File: src/rtl/core/qip_pkg.sv
// Shared types and constants for the four-lane incremental PI speed controller.
// Depends on nothing; every other file refers to it by scoped names.
`timescale 1ns / 1ps
`default_nettype none

package qip_pkg;

    localparam int NUM_LANES  = 4;
    localparam int CFG_IDX_W  = 3;
    localparam int CFG_DATA_W = 16;
    localparam int TARGET_W   = 16;
    localparam int GAIN_W     = 16;
    localparam int LIMIT_W    = 8;
    localparam int DUTY_W     = 8;
    // Clamped accumulator lives in [-255, 255]
    localparam int ACC_W      = 9;
    // Increment saturated to [-512, 511]: enough to force any clamp
    localparam int INC_W      = 10;
    localparam int SUM4_W     = 11;

    typedef enum logic [CFG_IDX_W-1:0] {
        CFG_TARGET_A = 3'd0,
        CFG_TARGET_B = 3'd1,
        CFG_TARGET_C = 3'd2,
        CFG_TARGET_D = 3'd3,
        CFG_PROP     = 3'd4,
        CFG_INTEG    = 3'd5,
        CFG_LIMIT    = 3'd6
    } t_cfg_idx;

    localparam logic [NUM_LANES-1:0][TARGET_W-1:0] TARGET_RST =
        {16'd20, 16'd50, 16'd50, 16'd50};
    localparam logic [GAIN_W-1:0]  PROP_RST  = 16'd25600;
    localparam logic [GAIN_W-1:0]  INTEG_RST = 16'd25600;
    localparam logic [LIMIT_W-1:0] LIMIT_RST = 8'd200;
    localparam logic [NUM_LANES-1:0][ACC_W-1:0] ACC_RST =
        {9'd150, 9'd0, 9'd0, 9'd0};

    typedef struct packed {
        logic [NUM_LANES-1:0][TARGET_W-1:0] target;
        logic [GAIN_W-1:0]                  prop;
        logic [GAIN_W-1:0]                  integ;
        logic [LIMIT_W-1:0]                 limit;
    } t_cfg;

    // Per-stage load strobes: stage k takes the item from stage k-1
    typedef struct packed {
        logic ld1;
        logic ld2;
        logic ld3;
        logic ld4;
    } t_stage_ld;

endpackage

`default_nettype wire

File: src/rtl/core/qip_pipe_ctrl.sv
// Valid tracking and stall control for the four-stage lane pipeline.
// Depends on qip_pkg.
`timescale 1ns / 1ps
`default_nettype none

module qip_pipe_ctrl (
    input  wire                 i_clk,
    input  wire                 i_rst_n,
    input  wire                 i_in_valid,
    output logic                o_in_ready,
    output logic                o_out_valid,
    input  wire                 i_out_ready,
    output qip_pkg::t_stage_ld  o_ld
);

    logic r_v1, r_v2, r_v3, r_v4;
    logic w_en1, w_en2, w_en3, w_en4;

    // A stage may load when it is empty or its content moves on
    assign w_en4 = !r_v4 || i_out_ready;
    assign w_en3 = !r_v3 || w_en4;
    assign w_en2 = !r_v2 || w_en3;
    assign w_en1 = !r_v1 || w_en2;

    assign o_in_ready  = w_en1;
    assign o_out_valid = r_v4;

    assign o_ld.ld1 = w_en1 && i_in_valid;
    assign o_ld.ld2 = w_en2 && r_v1;
    assign o_ld.ld3 = w_en3 && r_v2;
    assign o_ld.ld4 = w_en4 && r_v3;

    always_ff @(posedge i_clk) begin
        if (!i_rst_n) begin
            r_v1 <= 1'b0;
            r_v2 <= 1'b0;
            r_v3 <= 1'b0;
            r_v4 <= 1'b0;
        end else begin
            if (w_en1) r_v1 <= i_in_valid;
            if (w_en2) r_v2 <= r_v1;
            if (w_en3) r_v3 <= r_v2;
            if (w_en4) r_v4 <= r_v3;
        end
    end

endmodule

`default_nettype wire

File: config.mk
export PLATFORM = sky130hd
export DESIGN_NAME = qip_pipe_ctrl
export DESIGN_NICKNAME = d
export VERILOG_FILES = /design/src/rtl/core/qip_pkg.sv /design/src/rtl/core/qip_pipe_ctrl.sv
export SDC_FILE = /design/constraint.sdc
export NUM_CORES = 1
export LEC_CHECK = 0
export BUFFER_PORTS_ARGS = -buffer_cell sky130_fd_sc_hd__buf_2
export CORE_AREA = 2 2 39 41
export DETAILED_ROUTE_END_ITERATION = 7
export DIE_AREA = 0 0 41 43
export PLACE_DENSITY = 0.32
export SYNTH_ARGS = -nofsm -noshare
export SYNTH_HDL_FRONTEND = slang
export SYNTH_SLANG_ARGS = --single-unit
File: constraint.sdc
create_clock -name i_clk -period 1 [get_ports i_clk]
set_input_delay 0.15 -clock i_clk [delete_from_list [all_inputs] [get_ports i_clk]]
set_output_delay 0.15 -clock i_clk [all_outputs]
set_load 0.01 [all_outputs]
======== Word level (Yosys, flattened, before mapping) ========
Cells that the tools add are included.
storage, ports and cells
  output and inout bits ................... 6
  logic and storage cells ................. 16
  register bits after elaboration ......... 4
  bits of input ports ..................... 4
cells by class
  reduce and logical (&&, ||, !) cells .... 12
operators by type and width
  kind               count
  1-bit logical AND  4
  1-bit zero test    4
  1-bit logical OR   4

======== Longest topological paths before layout ========
  depth in word-level cells ............... 6
  gate-level depth with buffers ........... 2
  gate-level depth less buffers ........... 2

======== Worst setup path after synthesis ========
OpenSTA, ideal clock, no wires.
  path kind ............................... register to output
  start point ............................. register r_v4 (netlist: o_out_valid)
  end point ............................... output port o_ld[3] in the netlist's numbering
  setup slack ............................. -15 ps
  buffers on the path ..................... 0
  arrival time ............................ 865 ps
  required time ........................... 850 ps
  cell stages (with the launch flop) ...... 3
  cell sequence ........................... dfxtp_1 > and4b_4 > a21boi_0
RTL lines
  element                 RTL line             RTL
  from (decl)             qip_pipe_ctrl.sv:16  logic r_v1, r_v2, r_v3, r_v4;
  from (signal assigned)  qip_pipe_ctrl.sv:43  if (w_en4) r_v4 <= r_v3;
  to (decl)               qip_pipe_ctrl.sv:13  output qip_pkg::t_stage_ld o_ld

==> metrics list <==
- The run finished, with violations left.
- The checks that failed: setup timing.
- Total routed wirelength: 397 um
- Share of power burned in the clock network: 0.484
- CTS placed an instance of clkbuf_4 at the clock tree root.
- Data required time at the worst endpoint: 0.85 ns
* Die Span Y: 43 um
- Initial antenna violation count: 0
* Relative contribution of combinational cells to total power: 0.098
- The internal portion of the total power is 0.000324 W.
- IO Port Bufs: 9
- CTS clock-pin slew for the worst setup and hold paths: 0.04 ns
- CTS built an H-tree with a depth of 1.
* Detail-routed net length per standard cell: 8.45 um
* Critical-path top delay cell: dfxtp_2
* Hold violation total from the final report: 0
- The mapped netlist covers 176 um^2.
- Of the cells placed in the final design, the portion with a size suffix greater than 1 is 0.677.
- Detailed Routing Iterations Pass 1: 1
* Data arrival, critical path: 1.02 ns
* Number of violations reported at the end of detailed-routing iteration 0: 0
* Number of different library cells in the post-synthesis netlist: 9
- Worst ir drop on vdd: 0.342 mV
- The library cell used most frequently in the layout, excluding fill and tap cells, is buf_2.
* Routability congestion estimate: 0.572
- Yosys top cell by area: dfxtp_1
* Ordered cell list for the critical path: and4b_4 > a21boi_2 > buf_2
* Crit path setup slack, layout: -0.174 ns
- STA classifies the critical path startpoint as a flop.
- Min Clock Period, post-route: 1.17 ns
- Final worst-path cycle share: 1.17
- Instance count of the mapped netlist: 17
- Final setup skew: 0.00582 ns
* Count of pins on the block boundary: 10
- Setup violations remaining at the end of the flow were counted as 5.
- A synthesized cell averages 10.4 um^2.
- After legalization and detailed placement, the total HPWL measured 303 um.
- The floorplan step defined a core boundary enclosing 1380 um^2.
- In this run the power density over the cells is 1360 nW/um^2.
- Synth-to-Final Area Change: 71.6%
- Main area contributors after synthesis: dfxtp_1, nor2b_1, o21a_1
- The worst setup path is captured at an output port.
* Final core occ: 0.219
- In this design, the stage delay of the slowest critical-path cell is 0.33 ns.
* Overall global routing resource usage: 0.0563
* Flop pwr share: 0.419
- Once detail routing completed, the nets flagged for antenna violations numbered 0.
- After synthesis the netlist holds a flip-flop and latch count of 4.
- For this run, the number of Yosys warnings is 0.
- Type of the worst setup path: reg2out
- Post-synth top area share: 0.454
- Hold crit path type: in2reg
* Starting density of the core: 0.127
- The clock drives 4 sinks.
* Max Slew Vio Count: 0
- Before CTS, the worst setup slack after placement is 0.0238 ns.
- CTS Buffer Depth: 2
* Total leakage power: 0.144 nW
- Setup repair after global routing could not meet its margin everywhere.
- For the pin with the worst max-slew slack, the measured transition is 0.182 ns.
* Total number of placement rows: 14
- Max_slew headroom: 0.879
* Fmax: 851 MHz
- After filler insertion, the fill cell instance count of the layout stands at 160.
- Cell Count, Final, Fillers Out: 47
- After detailed placement, the design holds a cell count of 42.
* Total number of nets in the final design: 37
- Global-route wire length before repair: 607 um
- The repair_antennas step left the layout with diodes totalling 0.
- For this run, the register share of the synthesized area comes to 0.454.
- TritonCTS clock tree: yes
- The number of global-route vias before repair is 158.
- Post-synth net total: 21
- Summing over every cut layer, the via total after detailed routing is 171.
* Crit Path Max Fanout: 5
- Summed over all failing endpoints, the final setup total negative slack is -0.759 ns.
- Clock latency on the worst-skew pair, taken at its later pin, is 0.23 ns.
- Commonest non-fill, non-tap cells in the layout: buf_2, nor2b_1, o21a_1, clkbuf_4, dfxtp_2
- Die Width: 41 um
- Entering global routing, the biggest net connects 6 pins.
- Max-capacitance violation count: 0
- Summed over all layers, the global routing overflow is 0.
- DRC errors left: 0
* Psw: 0.0000872 W
- Vias per inst: 3.64
* Die area: 1760 um^2
- Switching power as a share of total power: 0.212
* Total clock buffers created by CTS: 3
[path summary, 6_finish.rpt]
kind | depth (start not counted) | start | end | slack (ns)
max | 3 | r_v3 | o_ld[3] | -0.17
min | 2 | i_in_valid | r_v1 | 0.14
max reg2reg | 3 | o_out_valid | o_out_valid | 0.18
min reg2reg | 1 | r_v3 | o_out_valid | 0.48
[Yosys cell counts]
library cell  number
and2_1             1
and3b_1            1
and4b_4            1
nor2b_1            4
dfxtp_1            4
a22o_1             1
nand2_1            1
a21boi_0           1
o21a_1             3
[power by group through the flow]
stage / clock network [W] / registers [W] / logic [W]
after global routing: 0.000220 / 0.000173 / 0.0000442
after detailed placement: 0 / 0.000174 / 0.0000343
after global placement: 0 / 0.000174 / 0.0000337
after floorplan: 0 / 0.000173 / 0.0000165
after CTS: 0.000211 / 0.000172 / 0.0000368
final: 0.000199 / 0.000172 / 0.0000403
[worst max-delay path: cells and delay by family (launching register included)]
kind / cells / cell delay [ns]
buffers and inverters: 1 / 0.14
flip-flops: 1 / 0.33
AND/OR/NAND/NOR: 1 / 0.27
AO/OA/AOI/OAI: 1 / 0.06
[per-stage QoR]
stage / hold WS, ns / cell area [um^2] / power [W]
after floorplan: 0.267 / 176 / 0.000190
after global placement: 0.381 / 241 / 0.000207
after detailed placement: 0.388 / 241 / 0.000208
after CTS: 0.134 / 275 / 0.000420
after global routing: 0.146 / 303 / 0.000437
final: 0.142 / 303 / 0.000412
[kinds of logic after synthesis]
family,after synthesis,share of synthesized area
AO/OA/AOI/OAI,5,0.220
flip-flops,4,0.454
AND/OR/NAND/NOR,8,0.326
[sequential cells by signal, summed over array words and instances, names as in the netlist]
register / count
r_v2: 1
r_v1: 1
r_v3: 1
o_out_valid: 1
[final cells by class]
type	instances	area, um^2	area share
clock buffer	3	22.5	0.0744
multi-input combinational	13	110	0.364
sequential	4	83.8	0.277
tap	16	20.0	0.0661
timing repair buffer	11	66.3	0.219
[routing by layer]
layer | GRT usage | vias to the layer above | wire length (um)
li1 | - | 88 | -
met1 | 0.0777 | 74 | 182
met2 | 0.0531 | 9 | 163
met3 | 0.0314 | 0 | 51
met4 | 0.0600 | 0 | 0
met5 | 0 | - | 0
[what timing repair did]
action | 4_1_cts | 5_1_grt
pin swaps | 3 | 1
gates resized for setup | 3 | 5
buffers inserted | 1 | 1
cloned | 0 | 0
setup endpoints to repair | 5 | 5
hold buffers | 0 | 0
No activity file was read; power rests on OpenSTA's default activity.
