## src/rtl/core/qip_pkg.sv

```systemverilog
// Shared types and constants for the four-lane incremental PI speed controller.
// Depends on nothing; every other file refers to it by scoped names.
`timescale 1ns / 1ps
`default_nettype none

package qip_pkg;

    localparam int NUM_LANES  = 4;
    localparam int CFG_IDX_W  = 3;
    localparam int CFG_DATA_W = 16;
    localparam int TARGET_W   = 16;
    localparam int GAIN_W     = 16;
    localparam int LIMIT_W    = 8;
    localparam int DUTY_W     = 8;
    // Clamped accumulator lives in [-255, 255]
    localparam int ACC_W      = 9;
    // Increment saturated to [-512, 511]: enough to force any clamp
    localparam int INC_W      = 10;
    localparam int SUM4_W     = 11;

    typedef enum logic [CFG_IDX_W-1:0] {
        CFG_TARGET_A = 3'd0,
        CFG_TARGET_B = 3'd1,
        CFG_TARGET_C = 3'd2,
        CFG_TARGET_D = 3'd3,
        CFG_PROP     = 3'd4,
        CFG_INTEG    = 3'd5,
        CFG_LIMIT    = 3'd6
    } t_cfg_idx;

    localparam logic [NUM_LANES-1:0][TARGET_W-1:0] TARGET_RST =
        {16'd20, 16'd50, 16'd50, 16'd50};
    localparam logic [GAIN_W-1:0]  PROP_RST  = 16'd25600;
    localparam logic [GAIN_W-1:0]  INTEG_RST = 16'd25600;
    localparam logic [LIMIT_W-1:0] LIMIT_RST = 8'd200;
    localparam logic [NUM_LANES-1:0][ACC_W-1:0] ACC_RST =
        {9'd150, 9'd0, 9'd0, 9'd0};

    typedef struct packed {
        logic [NUM_LANES-1:0][TARGET_W-1:0] target;
        logic [GAIN_W-1:0]                  prop;
        logic [GAIN_W-1:0]                  integ;
        logic [LIMIT_W-1:0]                 limit;
    } t_cfg;

    // Per-stage load strobes: stage k takes the item from stage k-1
    typedef struct packed {
        logic ld1;
        logic ld2;
        logic ld3;
        logic ld4;
    } t_stage_ld;

endpackage

`default_nettype wire

```

## src/rtl/core/qip_cfg_regs.sv

```systemverilog
// Configuration register file: targets, gains and drive limit.
// Depends on qip_pkg.
`timescale 1ns / 1ps
`default_nettype none

module qip_cfg_regs (
    input  wire                          i_clk,
    input  wire                          i_rst_n,
    input  wire                          i_cfg_valid,
    output logic                         o_cfg_ready,
    input  wire [qip_pkg::CFG_IDX_W-1:0] i_cfg_index,
    input  wire [qip_pkg::CFG_DATA_W-1:0] i_cfg_data,
    output qip_pkg::t_cfg                o_cfg
);

    qip_pkg::t_cfg r_cfg;

    assign o_cfg_ready = 1'b1;
    assign o_cfg       = r_cfg;

    always_ff @(posedge i_clk) begin
        if (!i_rst_n) begin
            r_cfg.target <= qip_pkg::TARGET_RST;
            r_cfg.prop   <= qip_pkg::PROP_RST;
            r_cfg.integ  <= qip_pkg::INTEG_RST;
            r_cfg.limit  <= qip_pkg::LIMIT_RST;
        end else if (i_cfg_valid) begin
            unique case (qip_pkg::t_cfg_idx'(i_cfg_index))
                qip_pkg::CFG_TARGET_A: r_cfg.target[0] <= i_cfg_data;
                qip_pkg::CFG_TARGET_B: r_cfg.target[1] <= i_cfg_data;
                qip_pkg::CFG_TARGET_C: r_cfg.target[2] <= i_cfg_data;
                qip_pkg::CFG_TARGET_D: r_cfg.target[3] <= i_cfg_data;
                qip_pkg::CFG_PROP:     r_cfg.prop      <= i_cfg_data;
                qip_pkg::CFG_INTEG:    r_cfg.integ     <= i_cfg_data;
                qip_pkg::CFG_LIMIT:    r_cfg.limit     <= i_cfg_data[qip_pkg::LIMIT_W-1:0];
                default: begin
                    // drop writes to unknown indexes
                end
            endcase
        end
    end

endmodule

`default_nettype wire

```

## config.mk

```make
export PLATFORM = sky130hd
export DESIGN_NAME = qip_cfg_regs
export DESIGN_NICKNAME = d
export VERILOG_FILES = /design/src/rtl/core/qip_pkg.sv /design/src/rtl/core/qip_cfg_regs.sv
export SDC_FILE = /design/constraint.sdc
export NUM_CORES = 1
export LEC_CHECK = 0
export BUFFER_PORTS_ARGS = -buffer_cell sky130_fd_sc_hd__buf_4
export CAP_MARGIN = 40
export CELL_PAD_IN_SITES_DETAIL_PLACEMENT = 0
export CELL_PAD_IN_SITES_GLOBAL_PLACEMENT = 1
export CORE_MARGIN = 4
export CORE_UTILIZATION = 38
export CTS_CLUSTER_SIZE = 20
export DETAILED_ROUTE_END_ITERATION = 10
export HOLD_SLACK_MARGIN = 0.15
export PLACE_DENSITY_LB_ADDON = 0.25
export SETUP_SLACK_MARGIN = 0.5
export SLEW_MARGIN = 40
export SYNTH_ARGS = -nofsm -noshare
export SYNTH_HDL_FRONTEND = slang
export SYNTH_SLANG_ARGS = --single-unit
export TNS_END_PERCENT = 30
```

## constraint.sdc

```tcl
create_clock -name i_clk -period 1.6 [get_ports i_clk]
set_clock_uncertainty 0.1 [all_clocks]
set_input_delay 0.16 -clock i_clk [delete_from_list [all_inputs] [get_ports i_clk]]
set_output_delay 0.16 -clock i_clk [all_outputs]
set_load 0.01 [all_outputs]
```

-- Word level (Yosys, flattened, before mapping)
Cells that the tools add are included.
- register bits: 104
- output and inout bits: 105
- input port bits: 22
- equality and inequality tests: 6
- reductions and logical operators: 8
- operators by type and width (operator ; number):
    2-bit AND reduction ; 7
    3-bit == test, second input constant ; 3
    3-bit by 2-bit == test with 1-bit output, second input constant ; 2
    3-bit by 1-bit == test with 1-bit output, second input constant ; 1
    3-bit zero test ; 1

-- Logic depth before layout (Yosys ltp)
- depth in word-level cells: 2
- gate-level depth with buffers: 5

-- Worst setup path after synthesis
Ideal clock, no wire load.
- kind: input to register
- from: input i_cfg_index[1] (netlist name)
- to: register r_cfg (netlist bit o_cfg[40])
- data arrival time: 1.209 ns
- setup time: 0.124 ns
- path slack: 0.167 ns
- cell stages on the path: 5
- required time: 1.376 ns
- buffers on the path: 3
- path through: buf_2 -> or4b_4 -> buf_6 -> buf_6 -> mux2i_1
- cells in the longest elaborated chain, start to end: 2
- ends and longest elaborated chain (element ; line ; text):
    start, declared ; qip_cfg_regs.sv:11 ; input wire [qip_pkg::CFG_IDX_W-1:0] i_cfg_index,
    3-bit zero test ; qip_cfg_regs.sv:28 ; unique case (qip_pkg::t_cfg_idx'(i_cfg_index))
    2-bit AND reduction (no line) ; n/a ;
    end, declared ; qip_cfg_regs.sv:16 ; qip_pkg::t_cfg r_cfg;
No other way between the ends.
A chain may end at the register's enable or synchronous reset.

-- Final worst setup path
- from: register r_cfg (netlist bit o_cfg[18])
- to: output o_cfg[18] (netlist name)
- RTL lines (element ; line ; text):
    end, declared ; qip_cfg_regs.sv:13 ; output qip_pkg::t_cfg o_cfg
No word-level cell between the ends.

==> results <==
- The flow ran to the end, and the final reports show no timing, DRC or antenna violations.
- In this run the mean area of a mapped cell was 10.4 um^2.
- The cell count after synthesis is 381.
- Across every metal layer, demand over resource in global routing totals 17.5%.
- The maximum vdd ir drop is 448 uV.
- Once detail routing completed, the nets flagged for antenna violations numbered 0.
- Timing would allow up to 0.917 GHz.
- STA classifies the critical path endpoint as a primary output.
- For the worst-skew pair, the clock arrives at the later sink with an insertion delay of 0.35 ns.
- The worst-case register-to-register setup slack is 0.70 ns.
- The path type of the worst min-delay path is in -> reg.
- After floorplanning, the core was sized to cover 9950 um^2.
- The most frequent standard cell in the layout excluding fill and tap cells is mux2i_1.
- The effective utilization at floorplan is 39.7%.
- The slowest stage of the critical path is the dfxtp_2 cell.
- The synthesized netlist net count is 403.
- In the final timing run, aggregate negative setup slack is 0 ns.
- From bottom edge to top edge, the die measures 110 um.
- The total number of yosys warnings is 0.
- The tree built by TritonCTS fans out to 104 sinks.
- Wires add up to 10600 um.
- 127 I/O pins were placed.
- Counting along the longest clock path gives a buffer depth of 2.
- The synthesized design contains 104 register bits.
- TritonCTS built the clock tree.
- Fill cells in the final layout number 868.
- The row count is 36.
- The largest incremental delay on the critical path is 0.34 ns.
- The HPWL after detailed placement is 7270 um.
- Counting the buffers created by CTS gives 9.
- The via count of the routed design is 3085.
- Summed over all cells, the static leakage comes to 2.82 nW.
- The die is 110 um wide.
- Of the total synthesized cell area, the portion taken by AND, OR, NAND and NOR gates is 16.8%.
- The number of design-rule violations left by the first detailed-router iteration is 85.
- The number of antenna violations at the first check in global routing is 0.
- Buffers placed on the I/O ports in this run total 125.
- The type of the setup path with the least slack is reg -> out.
- The multiplexer area fraction after synthesis is 26.3%.
- The signal on the critical path passes through buf_4.
- In the finished design, the share of the clock period the worst path needs comes to 68.2%.
- The clock transition time at the flip-flop clock pins of the worst setup and hold paths is 0.09 ns.
- The full die area is 12100 um^2.
- The number of endpoints with negative hold slack in the final report came to 0.
- By area, the combinational part of the netlist is dominated by multiplexers.
- Setup repair after global routing could not meet its margin everywhere.
- The compound-cell area share of the yosys netlist is 0%.
- The synthesized netlist devotes 0% of its cell area to XOR and XNOR gates.
- For this design the ratio of total power to cell area is 851 nW/um^2.
- The synthesized netlist devotes 0% of its cell area to adder and majority cells.
- After clock tree synthesis, the flow added hold-fix buffers numbering 15.
- STA classifies the critical path startpoint as a flip-flop.
- The share of cells above drive strength 1 is 44.7%.
- The library cells used most frequently in the layout, excluding fill and tap cells, are mux2i_1, nand2_1, buf_4.
- Including well taps, the total number of placed cells is 619.
- In this run the worst path has a maximum fanout of 2.
- Routability-driven placement finished with a final weighted congestion of 0.729.
- The worst path in the final design needs a cycle of 1.09 ns, including I/O delays and setup.
- After synthesis, flip-flops and latches occupy 52.6% of the total area.
- The H-tree was split into 3 levels.
- The synthesized netlist contains 15 unique library cells.
- The max-capacitance violation count is 0.
- Using the TritonRoute via totals, the vias-per-cell ratio works out to 4.67.
- Leaving out filler cells and counting taps, the final layout contains 661.
- The number of global-route vias before repair came to 3011.
- The signed area change from the synthesized netlist to the final layout is 46.0%.
- The mapped netlist covers 3960 um^2.
- The total count of max-transition violations in the final report was 0.
- The first global-routing pass estimated 16000 um of wire.
- The buffers plus inverters on the worst setup path is 1.
- For this run, design rule violations remaining after detail routing come to 0.
- The count of antenna diodes in the layout is 0.
- Data on the critical path is required at its endpoint by 1.34 ns.
- The maximum number of pins on one net before global-route repair is 33.
- The worst endpoint data arrival time is 0.83 ns.
- Among cell families on the critical path, the largest total delay comes from flip-flops.
- The tree is rooted in a clkbuf_8.
- The first detailed-routing pass ran for 4 iterations.
- The flip-flop count of the largest register after layout is 104.
- The total congestion overflow after global routing is 0.
- Setup violations remaining at the end of the flow were counted as 0.
- After detailed routing, the average wire length per cell comes to 16.1 um.
- The final layout contains 546 nets.
-- worst reg2reg max path: stages (launching register included) --
cell and delay (ns):
dfxtp_2 0.34, buf_4 0.13, nor2b_1 0.13, mux2i_1 0.09
-- cells by family after synthesis --
family | Yosys count
and+or+nand+nor | 140
muxes | 104
DFF | 104
buffers and inverters | 32
other | 1
-- where the power goes --
| group | switching (W) | leakage (nW) | internal [W] |
|---|---|---|---|
| sequential | 0.0000376 | 0.863 | 0.00265 |
| clock | 0.000870 | 0.101 | 0.000868 |
| combinational | 0.000241 | 1.86 | 0.000251 |
-- area by class of cell --
cell class	count	area, um^2	area share, %
Sequential cell	104	2170	37.5
Multi-Input combinational cell	245	1730	29.9
Timing Repair Buffer	164	1510	26.1
Tap cell	133	166	2.88
Clock buffer	9	124	2.14
Clock inverter	6	85.1	1.47
-- path summary, 6_finish.rpt --
check | from | end | cells past startpoint
max | o_cfg[18]$_SDFFE_PN1P_ | o_cfg[18] | 1
min | i_rst_n | o_cfg[75]$_SDFFE_PN0P_ | 3
max reg2reg | o_cfg[22]$_SDFFE_PN1P_ | o_cfg[22]$_SDFFE_PN1P_ | 3
min reg2reg | o_cfg[63]$_SDFFE_PN0P_ | o_cfg[63]$_SDFFE_PN0P_ | 2
-- routing by layer --
layer / GRT usage [%] / up-vias / share of wire (%)
li1: - / 1532 / -
met1: 23.0 / 1460 / 46
met2: 28.3 / 82 / 47
met3: 4.25 / 11 / 6.3
met4: 5.61 / 0 / 1.1
met5: 0 / - / 0
-- cell usage after synthesis --
| master | n | area, um^2 |
|---|---|---|
| clkbuf_1 | 17 | 63.8 |
| nand4b_1 | 3 | 26.3 |
| buf_1 | 1 | 3.75 |
| nand4bb_1 | 2 | 22.5 |
| buf_2 | 8 | 40.0 |
| and4b_1 | 2 | 20.0 |
| conb_1 | 1 | 3.75 |
| buf_6 | 3 | 33.8 |
| or4b_4 | 1 | 13.8 |
| nand2_1 | 100 | 375 |
| mux2i_1 | 104 | 1040 |
| dfxtp_1 | 104 | 2080 |
| nor4bb_1 | 2 | 20.0 |
| buf_4 | 3 | 22.5 |
| nor2b_1 | 30 | 188 |
-- through the flow --
step / util, % / area [um^2] / setup slack, ns / power, W / hold WS, ns
2_1_floorplan: - / 4010 / 0.188 / 0.00297 / 0.226
3_3_place_gp: 50.6 / 5040 / 0.168 / 0.00317 / 0.331
3_5_place_dp: 50.6 / 5040 / 0.140 / 0.00318 / 0.347
4_1_cts: 55.9 / 5560 / 0.488 / 0.00494 / 0.0981
5_1_grt: 58.0 / 5780 / 0.468 / 0.00511 / 0.140
6_report: 58.0 / 5780 / 0.509 / 0.00492 / 0.122
-- repair_timing --
item | CTS | global route
resized for setup | 63 | 60
buffers inserted | 3 | 9
endpoints found under the setup margin | 83 | 106
endpoints found under the hold margin | 73 | 3
(Power assumes the default switching activity.)
