$ cat config.mk
export PLATFORM = sky130hd
export DESIGN_NAME = qip_lane
export DESIGN_NICKNAME = d
export VERILOG_FILES = /design/src/rtl/core/qip_pkg.sv /design/src/rtl/core/qip_lane.sv
export SDC_FILE = /design/constraint.sdc
export NUM_CORES = 2
export LEC_CHECK = 0
export BUFFER_PORTS_ARGS = -buffer_cell sky130_fd_sc_hd__buf_2
export CAP_MARGIN = 20
export CORE_MARGIN = 5
export CORE_UTILIZATION = 45
export DETAILED_ROUTE_END_ITERATION = 12
export GPL_TIMING_DRIVEN = 0
export PLACE_DENSITY = 0.75
export SETUP_SLACK_MARGIN = 0.1
export SYNTH_ARGS = -nofsm -noshare
export SYNTH_HDL_FRONTEND = slang
export SYNTH_SLANG_ARGS = --single-unit
$ cat constraint.sdc
create_clock -name i_clk -period 7.2 [get_ports i_clk]
set_clock_uncertainty 0.15 [all_clocks]
set_input_delay 0.36 -clock i_clk [delete_from_list [all_inputs] [get_ports i_clk]]
set_output_delay 0.36 -clock i_clk [all_outputs]
set_load 0.02 [all_outputs]
$ cat src/rtl/core/qip_pkg.sv
// Shared types and constants for the four-lane incremental PI speed controller.
// Depends on nothing; every other file refers to it by scoped names.
`timescale 1ns / 1ps
`default_nettype none

package qip_pkg;

    localparam int NUM_LANES  = 4;
    localparam int CFG_IDX_W  = 3;
    localparam int CFG_DATA_W = 16;
    localparam int TARGET_W   = 16;
    localparam int GAIN_W     = 16;
    localparam int LIMIT_W    = 8;
    localparam int DUTY_W     = 8;
    // Clamped accumulator lives in [-255, 255]
    localparam int ACC_W      = 9;
    // Increment saturated to [-512, 511]: enough to force any clamp
    localparam int INC_W      = 10;
    localparam int SUM4_W     = 11;

    typedef enum logic [CFG_IDX_W-1:0] {
        CFG_TARGET_A = 3'd0,
        CFG_TARGET_B = 3'd1,
        CFG_TARGET_C = 3'd2,
        CFG_TARGET_D = 3'd3,
        CFG_PROP     = 3'd4,
        CFG_INTEG    = 3'd5,
        CFG_LIMIT    = 3'd6
    } t_cfg_idx;

    localparam logic [NUM_LANES-1:0][TARGET_W-1:0] TARGET_RST =
        {16'd20, 16'd50, 16'd50, 16'd50};
    localparam logic [GAIN_W-1:0]  PROP_RST  = 16'd25600;
    localparam logic [GAIN_W-1:0]  INTEG_RST = 16'd25600;
    localparam logic [LIMIT_W-1:0] LIMIT_RST = 8'd200;
    localparam logic [NUM_LANES-1:0][ACC_W-1:0] ACC_RST =
        {9'd150, 9'd0, 9'd0, 9'd0};

    typedef struct packed {
        logic [NUM_LANES-1:0][TARGET_W-1:0] target;
        logic [GAIN_W-1:0]                  prop;
        logic [GAIN_W-1:0]                  integ;
        logic [LIMIT_W-1:0]                 limit;
    } t_cfg;

    // Per-stage load strobes: stage k takes the item from stage k-1
    typedef struct packed {
        logic ld1;
        logic ld2;
        logic ld3;
        logic ld4;
    } t_stage_ld;

endpackage

`default_nettype wire

$ cat src/rtl/core/qip_lane.sv
// One controller lane: speed/error, gain products, scaled increment, clamp and duty.
// Depends on qip_pkg.
`timescale 1ns / 1ps
`default_nettype none

module qip_lane #(
    parameter int COUNT_BITS     = 16,
    parameter int GAIN_FRAC_BITS = 8
) (
    input  wire                              i_clk,
    input  wire                              i_rst_n,
    input  qip_pkg::t_stage_ld               i_ld,
    input  wire [COUNT_BITS-1:0]             i_count,
    input  wire [qip_pkg::TARGET_W-1:0]      i_target,
    input  wire [qip_pkg::GAIN_W-1:0]        i_prop,
    input  wire [qip_pkg::GAIN_W-1:0]        i_integ,
    input  wire [qip_pkg::LIMIT_W-1:0]       i_limit,
    input  wire [qip_pkg::ACC_W-1:0]         i_acc_init,
    output logic [qip_pkg::DUTY_W-1:0]       o_fwd,
    output logic [qip_pkg::DUTY_W-1:0]       o_rev
);

    localparam int SPAN_W  = (COUNT_BITS > qip_pkg::TARGET_W) ? COUNT_BITS
                                                              : qip_pkg::TARGET_W;
    localparam int ERR_W   = SPAN_W + 1;
    localparam int DELTA_W = ERR_W + 1;
    localparam int PROD_W  = DELTA_W + qip_pkg::GAIN_W + 1;
    localparam int SUM_W   = PROD_W + 1;
    localparam logic signed [SUM_W-1:0] INC_MAX = SUM_W'((1 << (qip_pkg::INC_W - 1)) - 1);
    localparam logic signed [SUM_W-1:0] INC_MIN = -SUM_W'(1 << (qip_pkg::INC_W - 1));
    localparam logic signed [SUM_W-1:0] RND     = SUM_W'((1 << GAIN_FRAC_BITS) - 1);

    // stage 1: speed and error
    logic [COUNT_BITS-1:0]      r_prev;
    logic signed [ERR_W-1:0]    r_last_err;
    logic signed [COUNT_BITS-1:0] w_speed;
    logic signed [ERR_W-1:0]    w_err;
    logic signed [DELTA_W-1:0]  w_delta;
    logic signed [ERR_W-1:0]    r_err1;
    logic signed [DELTA_W-1:0]  r_delta1;

    assign w_speed = $signed(i_count - r_prev);
    assign w_err   = ERR_W'(w_speed) - ERR_W'($signed(i_target));
    assign w_delta = DELTA_W'(w_err) - DELTA_W'(r_last_err);

    always_ff @(posedge i_clk) begin
        if (!i_rst_n) begin
            r_prev     <= '0;
            r_last_err <= '0;
        end else if (i_ld.ld1) begin
            r_prev     <= i_count;
            r_last_err <= w_err;
        end
    end

    always_ff @(posedge i_clk) begin
        if (i_ld.ld1) begin
            r_err1   <= w_err;
            r_delta1 <= w_delta;
        end
    end

    // stage 2: gain products
    logic signed [qip_pkg::GAIN_W:0] w_prop_s, w_integ_s;
    logic signed [PROD_W-1:0]        r_pp, r_ip;

    assign w_prop_s  = $signed({1'b0, i_prop});
    assign w_integ_s = $signed({1'b0, i_integ});

    always_ff @(posedge i_clk) begin
        if (i_ld.ld2) begin
            r_pp <= PROD_W'(r_delta1) * PROD_W'(w_prop_s);
            r_ip <= PROD_W'(r_err1) * PROD_W'(w_integ_s);
        end
    end

    // stage 3: sum, divide toward zero, saturate the increment
    logic signed [SUM_W-1:0]           w_sum, w_quo;
    logic signed [qip_pkg::INC_W-1:0]  w_inc, r_inc;

    assign w_sum = SUM_W'(r_pp) + SUM_W'(r_ip);
    assign w_quo = (w_sum + (w_sum[SUM_W-1] ? RND : SUM_W'(0))) >>> GAIN_FRAC_BITS;

    always_comb begin
        priority if (w_quo > INC_MAX) begin
            w_inc = INC_MAX[qip_pkg::INC_W-1:0];
        end else if (w_quo < INC_MIN) begin
            w_inc = INC_MIN[qip_pkg::INC_W-1:0];
        end else begin
            w_inc = w_quo[qip_pkg::INC_W-1:0];
        end
    end

    always_ff @(posedge i_clk) begin
        if (i_ld.ld3) r_inc <= w_inc;
    end

    // stage 4: accumulate, clamp, split into duty pair
    logic signed [qip_pkg::ACC_W-1:0]  r_acc;
    logic signed [qip_pkg::SUM4_W-1:0] w_raw, w_lim, w_acc, w_neg;

    assign w_raw = qip_pkg::SUM4_W'(r_acc) + qip_pkg::SUM4_W'(r_inc);
    assign w_lim = $signed({{(qip_pkg::SUM4_W - qip_pkg::LIMIT_W){1'b0}}, i_limit});
    assign w_neg = -w_acc;

    always_comb begin
        priority if (w_raw > w_lim) begin
            w_acc = w_lim;
        end else if (w_raw < -w_lim) begin
            w_acc = -w_lim;
        end else begin
            w_acc = w_raw;
        end
    end

    always_ff @(posedge i_clk) begin
        if (!i_rst_n) begin
            r_acc <= $signed(i_acc_init);
        end else if (i_ld.ld4) begin
            r_acc <= w_acc[qip_pkg::ACC_W-1:0];
        end
    end

    always_ff @(posedge i_clk) begin
        if (i_ld.ld4) begin
            if (w_acc[qip_pkg::SUM4_W-1]) begin
                o_fwd <= '0;
                o_rev <= w_neg[qip_pkg::DUTY_W-1:0];
            end else begin
                o_fwd <= w_acc[qip_pkg::DUTY_W-1:0];
                o_rev <= '0;
            end
        end
    end

endmodule

`default_nettype wire

# After elaboration in Yosys (flattened, before gate mapping)
# Cells that the tools add are included.
[word_totals]
reg_bits = 172
latch_bits = 0
ramBits = 0
mem_bits_ro = 0
inputBits = 87
out_inout_bits = 16
memories = 0
[op_classes]
n_addsub = 8
n_mul = 2
div_mod_pow = 0
n_lt_le_gt_ge = 4
n_eq_ne = 1
shift = 0
muxes = 6
n_bitwise = 0
reduce_logical = 0
[op_table]
columns = ["op", "n"]
rows = [
  ["$add A35 B34 Y36", 1],
  ["$add A36 B9 Y36", 1],
  ["$mul A18 B17 Y35", 1],
  ["$mul A17 B17 Y34", 1],
  ["$gt A28 B10 Y1 const B", 1],
  ["$lt A28 B10 Y1 const B", 1],
  ["$mux W11", 2],
  ["$mux W9", 2],
  ["$sub A17 B17 Y18", 1],
  ["$sub A16 B16 Y17", 1],
  ["$sub A16 B16 Y16", 1],
  ["$add A9 B10 Y11", 1],
  ["$gt A11 B9 Y1", 1],
  ["$lt A11 B11 Y1", 1],
  ["$neg A8 Y11", 1],
  ["$mux W10", 1],
  ["$mux W8", 1],
  ["$neg A8 Y8", 1],
  ["$ne A2 B1 Y1 const B", 1],
]

# Logic depth before layout (Yosys ltp)
[depth]
depth_word = 6
mapped_depth = 28
ltp_nobuf = 28

# Worst setup path after synthesis
# Ideal clock, no wire load.
[synth_timing]
path_kind = "input to register"
start = "input i_prop[7] (netlist name)"
end = "register r_pp[34], data pin"
setup_ns = 0.260
arrival_time_ns = 6.416
required_time_ns = 6.790
setup_slack_ns = 0.374
path_stages = 25
path_buffers = 2
cell_sequence = "clkbuf_1 clkbuf_1 nand2_1 fa_1 inv_1 fa_1 inv_1 fa_1 inv_1 fa_1 inv_1 fa_1 inv_1 fa_1 ha_1 or2_2 a21oi_1 a31oi_1 a211oi_1 o21ai_0 a31oi_1 o21ai_0 a221o_1 a21oi_1 xnor2_1"
[synth_between]
elab_chain_cells = 1
[synth_lines]
columns = ["item", "line_no", "source"]
rows = [
  ["start, declared", "qip_lane.sv:15", "input wire [qip_pkg::GAIN_W-1:0] i_prop,"],
  ["$mul A18 B17 Y35", "qip_lane.sv:72", "r_pp <= PROD_W'(r_delta1) * PROD_W'(w_prop_s);"],
  ["end signal, assigned", "qip_lane.sv:72", ""],
  ["end, declared", "qip_lane.sv:65", "logic signed [PROD_W-1:0] r_pp, r_ip;"],
]
# Every way passes these cells.
# A chain may end at the register's enable or synchronous reset.

# Worst setup path after layout
[layout_timing]
start = "register r_err1[10]"
end = "register, netlist name r_ip[33]"
[layout_between]
elab_chain_cells = 1
[layout_lines]
columns = ["item", "line_no", "source"]
rows = [
  ["start, declared", "qip_lane.sv:39", "logic signed [ERR_W-1:0] r_err1;"],
  ["start signal, assigned", "qip_lane.sv:58", "r_err1 <= w_err;"],
  ["$mul A17 B17 Y34", "qip_lane.sv:73", "r_ip <= PROD_W'(r_err1) * PROD_W'(w_integ_s);"],
]
# Every way passes these cells.

==> run metrics <==
status=completed; CTS Root Cell=clkbuf_16; gr usage total=20.6%; diode count=0; Vias/cell=5.28; nature of the critical path startpoint=register; Worst-Margin Slew=933 ps; PortBufs=89; via count=24,900; Hold/Removal Path Class=in2reg; final estimated routing congestion in global placement=0.932; crit path to=r_ip[33]; antenna violations before repair=2; first-pass GRT wire length=130,000 um; flops & latches, synth=172; Post-DRT Antenna Nets=0; Main synth FF type=edfxtp_1; minimum clock period=6950 ps; P&R area growth vs syn=8.92%; htree depth=4; Fin. Hold Viols=0; Arr. time, crit path=6990 ps; Worst Path Required=7240 ps; DRC Markers=0; Final Setup Violations=0; YS warnings=0; Setup WS pre-CTS=-828 ps; R2R cell count=22; setup_tns=0 ps; Cell Area, Synth=33,100 um^2; GRT overflow=0; syn avg cell area=9.22 um^2; floorplan row count=99; CTS tree=done; Total Wirelength=80,000 um; r2r endpoint=r_ip[33]; R2R Setup Slk=250 ps; I/O pins=103; Starting Density=45.4%; Post-Synthesis Cells=3,591; CTS Buf Count=17; synth unique cells=84; Critical Path Source=r_err1[10]; CP Capture Type=register; vias in the first global route=25,500; Net Count, Synth=4,547; EDFF count, synth=139; largest net degree at the start of global routing=70; Pins Over Slew Limit=0; initial DRC count=1,641; unrepaired setup endpoints after global routing=false; relative slew slack=37.3%; hpwl dp=65,800 um; worst flop-to-flop path startpoint=r_err1[10]; placed instance area=34,800 um^2; WL/cell=17.0 um; fmax=144 MHz; Final nets=4,698; post-route cell area=36,100 um^2; Final Cycle Share=96.6%; max_cap viols=0; die height=281 um; FFs w/ async S/R, synth=0%; final setup margin=247 ps; clock latency on the worst-skew pair=450 ps; die area=79,100 um^2; Die X=281 um; worst-case hold slack=41.9 ps; CP Class=reg2reg; CTS Sinks=172; Seq/Total Area, Yosys=14.6%; highest fanout seen on the critical path=10; worst-case clock buffer depth=2; layout cells sized above 1=7.27%; DR pass1 iterations=6; Clock transition at path regs=70 ps; core area=73,000 um^2
[Yosys cell counts, types with 33 or more instances]
cell,count,area (um^2)
a21o_1,37,278
a21oi_1,115,576
and2_1,256,1600
clkbuf_1,104,390
dfxtp_1,33,661
edfxtp_1,139,4170
fa_1,577,11600
ha_1,292,3650
inv_1,769,2890
mux2i_1,42,420
nand2_1,401,1510
nor2_1,140,526
nor2b_1,57,357
nor3_1,42,210
o21a_1,35,263
o21ai_0,97,485
xnor2_1,107,937
xor2_1,34,298
[how the worst min path moves through the flow]
stage,startpoint,endpoint,slack (ps),cells after the start
after global routing,i_count[6],r_prev[6],40,3
after global placement,r_last_err[15],r_last_err[15],340,2
after CTS,i_count[6],r_prev[6],30,3
final,i_count[6],r_prev[6],40,3
after detailed placement,r_last_err[3],r_last_err[3],350,2
after floorplan,r_last_err[0],r_last_err[0],310,1
[area by class of cell]
| class | instances | area, um^2 |
|---|---|---|
| multi-input combinational | 2539 | 25200 |
| timing repair buffer | 132 | 796 |
| clock buffer | 19 | 433 |
| buffer | 111 | 591 |
| tap | 959 | 1200 |
| inverter | 769 | 2890 |
| clock inverter | 13 | 133 |
| sequential | 172 | 4830 |
| fill | 6609 | 36900 |
[flip-flops by register name, indices dropped and copies added, names as in the netlist]
signal / count
r_delta1: 18
r_err1: 17
o_fwd: 8
r_acc: 9
r_prev: 16
r_pp: 35
r_ip: 34
r_last_err: 17
r_inc: 10
o_rev: 8
[per-stage QoR]
stage               std cells  util (%)
finish                   4714      49.4
global route             4714      49.4
CTS                      4690      48.9
detailed placement       4639      47.6
global placement         4639      47.6
floorplan                3591         -
[cell families (layout without fill, tap and decap cells)]
logic type	Yosys count	count (layout)	share of synthesized area, %
and+or+nand+nor	1041	1041	15.8
buffers and inverters	880	1044	10.0
adders and majority gates	869	869	45.9
AOI/OAI and AO/OA	446	446	8.65
DFF	172	172	14.6
xor gates and xnor gates	141	141	3.73
muxes	42	42	1.27
[cell usage in the layout, fill, tap and decap left out, types with 17 or more instances in the layout]
cell type and instances:
nor2b_1 57, buf_4 50, a21oi_1 109, nand3_1 22, a21o_1 37, xor2_1 34
o21ai_1 17, nand2b_1 23, o21ai_0 92, nor3_1 41, nor2_1 139, nand2_1 401
clkbuf_16 17, ha_1 289, xnor2_1 107, fa_1 575, clkbuf_1 60, buf_2 92
and2_1 256, dfxtp_1 33, edfxtp_1 139, clkbuf_2 23, a31oi_1 18, o21a_1 35
inv_1 767, nand4_1 17, mux2i_1 42
[worst max-delay path, stage by stage (launching register included)]
cell and delay [ps]:
edfxtp_1 510, buf_8 190, nand2_1 90, fa_1 560, inv_1 60, fa_1 460, fa_1 530, fa_1 560
inv_1 60, fa_1 490, inv_1 60, fa_1 480, ha_2 230, or4_1 590, o21ai_4 240, o311a_4 240
o31ai_4 100, or2_2 350, a31oi_4 180, a21oi_2 100, a21o_1 180, a21oi_1 160, xnor2_1 110
[repair_timing]
item                                    CTS  global route
gates resized for setup                  75            80
hold buffers                              0             0
cloned                                    0             0
setup buffers                            19            24
endpoints found under the setup margin   26            22
pin swaps                                 3            12
[routing by layer]
metal  up-vias  GRT usage [%]  wire length, um
li1      11600              -                -
met1     12300           26.8            32400
met2       841           35.0            38600
met3       175           4.01             6090
met4         6           6.62             2810
met5         -              0              101
Power is left out: the tool's default activity adds up to more than one toggle a clock period on the data nets, which glitch-free logic cannot reach.
